## src/rtl/i2a_pkg.sv

```systemverilog
// ----------------------------------------------------------------------------
// i2a_pkg
// Shared types, character codes and format selector codes for the integer
// to ASCII formatter.
// ----------------------------------------------------------------------------
package i2a_pkg;

   // format selector codes (the unused code falls back to unsigned decimal)
   localparam logic [1:0] KIND_UDEC = 2'd0;
   localparam logic [1:0] KIND_HEX  = 2'd1;
   localparam logic [1:0] KIND_SDEC = 2'd2;

   // ASCII codes
   localparam logic [6:0] CHAR_ZERO  = 7'h30;
   localparam logic [6:0] CHAR_A_LC  = 7'h61;
   localparam logic [6:0] CHAR_X_LC  = 7'h78;
   localparam logic [6:0] CHAR_MINUS = 7'h2D;

   localparam int DIGIT_BITS = 4;

   // per-cycle operation of every digit cell
   typedef enum logic [1:0] {
      CELL_HOLD  = 2'd0,
      CELL_CLEAR = 2'd1,
      CELL_SHIFT = 2'd2,
      CELL_EMIT  = 2'd3
   } cell_op_type;

   typedef struct packed {
      cell_op_type op;
      logic        dec;   // apply the add-3 correction (decimal mode)
   } cell_ctrl_type;

   function automatic logic [6:0] digit_char(input logic [DIGIT_BITS-1:0] d);
      logic [6:0] d7;
      d7 = {3'b000, d};
      if (d < 4'd10) begin
         digit_char = CHAR_ZERO + d7;
      end else begin
         digit_char = CHAR_A_LC + d7 - 7'd10;
      end
   endfunction

endpackage

```

## src/rtl/i2a_digit_cell.sv

```systemverilog
// ----------------------------------------------------------------------------
// i2a_digit_cell
// One digit of the conversion chain: a shift-and-add-3 cell in decimal
// mode, a plain nibble shifter in hex mode, and a digit mover when the
// text is being read out.
// ----------------------------------------------------------------------------
module i2a_digit_cell
   import i2a_pkg::*;
(
   input  logic                  clock,
   input  cell_ctrl_type         ctrl,
   input  logic                  shift_in,
   input  logic [DIGIT_BITS-1:0] load_digit,
   output logic [DIGIT_BITS-1:0] digit,
   output logic                  carry_out
);

   logic [DIGIT_BITS-1:0] digit_ff;
   logic [DIGIT_BITS-1:0] digit_in;
   logic [DIGIT_BITS-1:0] corr;

   always_comb begin
      corr      = (ctrl.dec && (digit_ff >= 4'd5)) ? digit_ff + 4'd3 : digit_ff;
      carry_out = corr[DIGIT_BITS-1];
      case (ctrl.op)
         CELL_CLEAR: digit_in = '0;
         CELL_SHIFT: digit_in = {corr[DIGIT_BITS-2:0], shift_in};
         CELL_EMIT:  digit_in = load_digit;
         default:    digit_in = digit_ff;
      endcase
   end

   always_ff @(posedge clock) begin
      digit_ff <= digit_in;
   end

   assign digit = digit_ff;

endmodule

```

## src/rtl/integer_to_ascii_formatter.sv

```systemverilog
// ----------------------------------------------------------------------------
// integer_to_ascii_formatter
// Prints a binary value as unsigned decimal, signed decimal or 0x-prefixed
// lower-case hex, one ASCII character per output transaction, most
// significant first, with last set on the final character.
// ----------------------------------------------------------------------------
// Sequence: load the request, convert it bit-serially through the digit
//   chain, then send the prefix characters if any, drop the leading zeros
//   and send the digits; prefix and digit output wait while the output
//   stalls. A new value is taken only once the last character of the
//   previous one is in the output register.
// Reset: synchronous, active high; clears the sequencer and output valid.
// ----------------------------------------------------------------------------
module integer_to_ascii_formatter
   import i2a_pkg::*;
#(
   parameter int VALUE_BITS = 64
)
(
   input  logic        clock,
   input  logic        reset,
   // request channel
   input  logic        req_valid,
   output logic        req_stall,
   input  logic [1:0]  req_kind,
   input  logic [63:0] req_value,
   // response channel
   output logic        rsp_valid,
   input  logic        rsp_stall,
   output logic [6:0]  rsp_ascii_char,
   output logic        rsp_last
);

   // Number of decimal digits of 2^VALUE_BITS - 1 (log10(2) ~ 0.30103).
   // Enough room for the hex digits as well.
   localparam int DEC_DIGITS = (VALUE_BITS * 30103) / 100000 + 1;
   localparam int BIT_CNT_W  = $clog2(VALUE_BITS);
   localparam int DIG_CNT_W  = $clog2(DEC_DIGITS + 1);

   typedef enum logic [4:0] {
      ST_IDLE    = 5'b00001,
      ST_CONVERT = 5'b00010,
      ST_PREFIX  = 5'b00100,
      ST_SKIP    = 5'b01000,
      ST_DIGITS  = 5'b10000
   } state_type;

   state_type               state_ff, state_in;
   logic [VALUE_BITS-1:0]   value_ff, value_in;
   logic [BIT_CNT_W-1:0]    bit_cnt_ff, bit_cnt_in;
   logic [DIG_CNT_W-1:0]    dig_cnt_ff, dig_cnt_in;
   logic                    hex_ff, hex_in;
   logic                    neg_ff, neg_in;
   logic                    pfx_second_ff, pfx_second_in;

   logic                    rsp_valid_ff, rsp_valid_in;
   logic [6:0]              rsp_char_ff, rsp_char_in;
   logic                    rsp_last_ff, rsp_last_in;

   logic                    req_take;
   logic                    slot_free;
   logic [VALUE_BITS-1:0]   in_value;
   logic                    in_hex;
   logic                    in_neg;
   cell_ctrl_type           cell_ctrl;

   logic [DIGIT_BITS-1:0]   digits [DEC_DIGITS];
   logic                    carries [DEC_DIGITS];
   logic [DIGIT_BITS-1:0]   top_digit;

   // -------------------------------------------------------------------------
   // Digit chain: cell 0 takes the binary MSB, each cell passes its corrected
   // top bit up; in read-out each digit moves up a cell and cell 0 gets zero.
   // -------------------------------------------------------------------------
   for (genvar i = 0; i < DEC_DIGITS; i++) begin : g_cell
      logic                  sh_in;
      logic [DIGIT_BITS-1:0] ld;
      if (i == 0) begin : g_first
         assign sh_in = value_ff[VALUE_BITS-1];
         assign ld    = '0;
      end else begin : g_rest
         assign sh_in = carries[i-1];
         assign ld    = digits[i-1];
      end
      i2a_digit_cell u_cell (
         .clock      (clock),
         .ctrl       (cell_ctrl),
         .shift_in   (sh_in),
         .load_digit (ld),
         .digit      (digits[i]),
         .carry_out  (carries[i])
      );
   end

   assign top_digit = digits[DEC_DIGITS-1];

   // -------------------------------------------------------------------------
   // Request decode
   // -------------------------------------------------------------------------
   assign req_stall = (state_ff != ST_IDLE);
   assign req_take  = req_valid && !req_stall;
   assign in_hex    = (req_kind == KIND_HEX);
   assign in_neg    = (req_kind == KIND_SDEC) && req_value[VALUE_BITS-1];
   // Two's complement magnitude; the most negative value maps onto itself,
   // which read as unsigned is the right magnitude.
   assign in_value  = in_neg ? ('0 - req_value[VALUE_BITS-1:0])
                             : req_value[VALUE_BITS-1:0];

   // output register is free when empty or being taken this cycle
   assign slot_free = !rsp_valid_ff || !rsp_stall;

   // -------------------------------------------------------------------------
   // Sequencer
   // -------------------------------------------------------------------------
   always_comb begin
      state_in      = state_ff;
      value_in      = value_ff;
      bit_cnt_in    = bit_cnt_ff;
      dig_cnt_in    = dig_cnt_ff;
      hex_in        = hex_ff;
      neg_in        = neg_ff;
      pfx_second_in = pfx_second_ff;
      cell_ctrl.op  = CELL_HOLD;
      cell_ctrl.dec = !hex_ff;

      rsp_valid_in  = slot_free ? 1'b0 : rsp_valid_ff;
      rsp_char_in   = rsp_char_ff;
      rsp_last_in   = rsp_last_ff;

      case (state_ff)
         ST_IDLE: begin
            if (req_take) begin
               value_in      = in_value;
               hex_in        = in_hex;
               neg_in        = in_neg;
               pfx_second_in = 1'b0;
               bit_cnt_in    = BIT_CNT_W'(VALUE_BITS - 1);
               cell_ctrl.op  = CELL_CLEAR;
               state_in      = ST_CONVERT;
            end
         end
         ST_CONVERT: begin
            cell_ctrl.op = CELL_SHIFT;
            value_in     = {value_ff[VALUE_BITS-2:0], 1'b0};
            bit_cnt_in   = bit_cnt_ff - 1'b1;
            if (bit_cnt_ff == '0) begin
               dig_cnt_in = DIG_CNT_W'(DEC_DIGITS);
               state_in   = (hex_ff || neg_ff) ? ST_PREFIX : ST_SKIP;
            end
         end
         ST_PREFIX: begin
            if (slot_free) begin
               rsp_valid_in = 1'b1;
               rsp_last_in  = 1'b0;
               if (neg_ff) begin
                  rsp_char_in = CHAR_MINUS;
                  state_in    = ST_SKIP;
               end else if (!pfx_second_ff) begin
                  rsp_char_in   = CHAR_ZERO;
                  pfx_second_in = 1'b1;
               end else begin
                  rsp_char_in = CHAR_X_LC;
                  state_in    = ST_SKIP;
               end
            end
         end
         ST_SKIP: begin
            // drop leading zeros, always keep the units digit
            if ((top_digit == '0) && (dig_cnt_ff != DIG_CNT_W'(1))) begin
               cell_ctrl.op = CELL_EMIT;
               dig_cnt_in   = dig_cnt_ff - 1'b1;
            end else begin
               state_in = ST_DIGITS;
            end
         end
         ST_DIGITS: begin
            if (slot_free) begin
               rsp_valid_in = 1'b1;
               rsp_char_in  = digit_char(top_digit);
               rsp_last_in  = (dig_cnt_ff == DIG_CNT_W'(1));
               cell_ctrl.op = CELL_EMIT;
               dig_cnt_in   = dig_cnt_ff - 1'b1;
               if (dig_cnt_ff == DIG_CNT_W'(1)) begin
                  state_in = ST_IDLE;
               end
            end
         end
         default: begin
            state_in = ST_IDLE;
         end
      endcase
   end

   always_ff @(posedge clock) begin
      if (reset) begin
         state_ff     <= ST_IDLE;
         rsp_valid_ff <= 1'b0;
      end else begin
         state_ff     <= state_in;
         rsp_valid_ff <= rsp_valid_in;
      end
   end

   always_ff @(posedge clock) begin
      value_ff      <= value_in;
      bit_cnt_ff    <= bit_cnt_in;
      dig_cnt_ff    <= dig_cnt_in;
      hex_ff        <= hex_in;
      neg_ff        <= neg_in;
      pfx_second_ff <= pfx_second_in;
      rsp_char_ff   <= rsp_char_in;
      rsp_last_ff   <= rsp_last_in;
   end

   assign rsp_valid      = rsp_valid_ff;
   assign rsp_ascii_char = rsp_char_ff;
   assign rsp_last       = rsp_last_ff;

endmodule
```

## config.mk

```make
export PLATFORM = sky130hd
export DESIGN_NAME = integer_to_ascii_formatter
export DESIGN_NICKNAME = d
export VERILOG_FILES = /design/src/rtl/i2a_pkg.sv /design/src/rtl/i2a_digit_cell.sv /design/src/rtl/integer_to_ascii_formatter.sv
export SDC_FILE = /design/constraint.sdc
export NUM_CORES = 1
export LEC_CHECK = 0
export ABC_AREA = 1
export BUFFER_PORTS_ARGS = -buffer_cell sky130_fd_sc_hd__buf_2
export CAP_MARGIN = 20
export CORE_ASPECT_RATIO = 0.5
export CORE_MARGIN = 2
export CORE_UTILIZATION = 55
export CTS_CLUSTER_SIZE = 20
export DETAILED_ROUTE_END_ITERATION = 8
export PLACE_DENSITY = 0.74
export SYNTH_ARGS = -nofsm -noshare
export SYNTH_HDL_FRONTEND = slang
export SYNTH_SLANG_ARGS = --single-unit
```

## constraint.sdc

```tcl
create_clock -name clock -period 4.95 [get_ports clock]
set_clock_uncertainty 0.2 [all_clocks]
set_input_delay 0.2475 -clock clock [delete_from_list [all_inputs] [get_ports clock]]
set_output_delay 0.2475 -clock clock [all_outputs]
set_load 0.1 [all_outputs]
```

==> impl_metrics.ini <==
[die]
io-pin-count = 80
dieArea_um2 = 22200
fp.dieH_um = 106
initial_core_util = 0.560
core_um2 = 20600
rows = 37
dieWidth_um = 209

[worst_setup_path]
worstSetupPathType = register to register
cp_slowest_cell = buf_4
reg2reg_to = dig_cnt_ff[1]
r2r_start = state_ff[3]
crit_buf_inv = 2
r2r_slack_ns = 2.21
cp_max_fo = 59
r2r_cells = 5
critical-path-top-delay-family = buffers and inverters
cpPeakStageDelay_ns = 0.68
required_ns = 4.86
startpoint_type = register
end_kind = register
worstPathArrival_ns = 2.65
crit_top_cell = buf_4
cp_cell_sequence = nor2_4 -> nand4_1 -> buf_4 -> buf_4 -> a21oi_1

[drt]
wl_per_cell_um = 15.2
totalWireLength_mm = 27.9
drt_iter0_markers = 764
via_count = 10000
dr.pass1.iters = 5
avgViaCountPerCell = 5.46
drc = 0
ant_nets = 0

[power]
ir_worst_vdd_uv = 300
powerDensity_nw_per_um2 = 460
leakage_nw = 5.53

[flow_run]
maxCapViolations = 0

[grt]
grt_pass1_wl_mm = 46.2
grt_pass1_vias = 9691
grt_max_degree = 81
overflow = 0
antenna_found_initial = 0
grtUsageTotal = 0.259

[logic_synthesis]
synth_top_area_share = 0.433
synth_top_area_cell = edfxtp_1
ys_seq_elements = 172
seq_area_frac_synth = 0.443
synth_commonest_cells = nand2_1, nor2_1, inv_1
synthArstFlopShare = 0
synth.avg_cell_area_um2 = 7.83
ys_warn_count = 0
netlist_top_cells_area = edfxtp_1, nand2_1, nor2_1, inv_1, nand3_1
synthesis.nets = 1587
synth_edf_count = 166
synth_flop_cell = edfxtp_1
synth_cells = 1471
syn_area_um2 = 11500
synthMostInstantiatedCell = nand2_1
synth_cell_types = 36

[sta]
hold_viol = 0
finalWorstSetupSlack_ns = 2.21
setup_viol = 0
final_max_slew_viol_count = 0
rsz0062_at_grt = no
min_period_over_period = 0.553
relSlewSlack = 0.310
tightest_slew_ns = 1.04
max_freq_ghz = 0.365
layout_min_cycle_time_ns = 2.74
fin_setup_tns_ns = 0

[clock_network]
cts_setup_buffers = 0
clkLatencyLatePin_ns = 0.44
cts_buffer_depth = 2
clock-sinks = 172
cts_buffers = 17
path_clk_slew_ns = 0.07
h-tree-depth = 4
cts_tree = built
cts-root-buf = clkbuf_16

[placed_design]
io_buffers = 79
pre_cts_ws_ns = 2.27
dp_hpwl_mm = 19.6
place_congestion = 0.950

[final_layout]
area_growth_syn_to_layout_pct = 10.7
layout.nets = 1662
antenna_cells = 0
layout-drive-gt1-share = 0.103

[min_path]
whs_path_depth = 4
hp-class = primary input to register
worstHoldStart = req_valid
min_to = state_ff[0]

[outcome]
outcome = completed
==> report_power, final <==
group	internal, mW	switching, mW	total, mW
combinational	0.642	1.46	2.10
clock	0.637	0.592	1.23
sequential	2.28	0.241	2.52
==> placed cells by master (no fill, tap or decap), types with 9 or more instances in the layout <==
cell and count:
nor2_1 185, a21oi_1 20, nand2_1 394, dlygate4sd3_1 9
o22ai_1 46, nand3_1 130, buf_2 79, o22ai_2 10
inv_1 178, edfxtp_1 166, nor2_2 9, nand4_1 18
clkbuf_16 17, xor2_1 57, ha_1 46, xnor2_1 9
o21ai_0 107
==> layer usage <==
metal / up-vias / GRT usage / routed length, um
met1: 4632 / 0.339 / 12500
li1: 5001 / - / -
met3: 34 / 0.0493 / 1800
met5: - / 0 / 0
met4: 0 / 0.0719 / 440
met2: 339 / 0.444 / 13100
==> flip-flops by register name, indices dropped and copies added, names as in the netlist, named ones only <==
name,count
value_ff,64
state_ff,5
hex_ff,1
rsp_last,1
pfx_second_ff,1
bit_cnt_ff,6
rsp_ascii_char,7
dig_cnt_ff,5
neg_ff,1
g_cell.u_cell.digit,80
==> per-stage QoR <==
step | hold slack [ns] | cell area [um2] | util | total power, mW | instances
2_1_floorplan | 0.117 | 11500 | - | 4.09 | 1471
3_3_place_gp | 0.286 | 12100 | 0.589 | 4.49 | 1790
3_5_place_dp | 0.272 | 12100 | 0.589 | 4.61 | 1790
4_1_cts | 0.00275 | 12700 | 0.619 | 5.87 | 1830
5_1_grt | 0.0165 | 12700 | 0.620 | 6.26 | 1831
6_report | 0.00899 | 12700 | 0.620 | 5.85 | 1831
==> timing repair <==
item	4_1_cts	5_1_grt
gates resized for setup	0	0
hold buffers	9	0
endpoints found under the setup margin	0	0
hold endpoints to repair	13	0
==> final cells by class <==
class                      instances  area, um2
fill                            1867       7810
multi-input combinational       1072       5500
sequential                       172       5100
inverter                         186        699
timing repair buffer              97        573
clock buffer                      17        425
tap                              273        342
clock inverter                    14       92.6
==> worst min-delay path: stages <==
cell	delay (ns)
buf_2	0.08
inv_1	0.05
nand4_1	0.11
nand3_1	0.09
==> logic make-up after synthesis <==
group                    after synthesis  share of synthesized area
XOR/XNOR                              66                     0.0502
adder cells (fa/ha/maj)               46                     0.0500
flip-flops                           172                      0.443
buffers and inverters                227                     0.0799
AO/OA/AOI/OAI                        195                     0.0987
other                                  1                   0.000326
AND/OR/NAND/NOR                      764                      0.278
==> how the worst max path moves through the flow <==
stage	depth (start not counted)	end	from	slack, ns
CTS	7	value_ff[24]	state_ff[3]	2.25
detailed placement	7	value_ff[24]	state_ff[3]	2.27
finish	5	dig_cnt_ff[1]	state_ff[3]	2.21
global route	5	dig_cnt_ff[1]	state_ff[3]	2.08
floorplan	5	g_cell[0].u_cell.digit[0]	register	0.20
global placement	7	value_ff[24]	state_ff[3]	2.29
No activity file was read; power rests on OpenSTA's default activity.
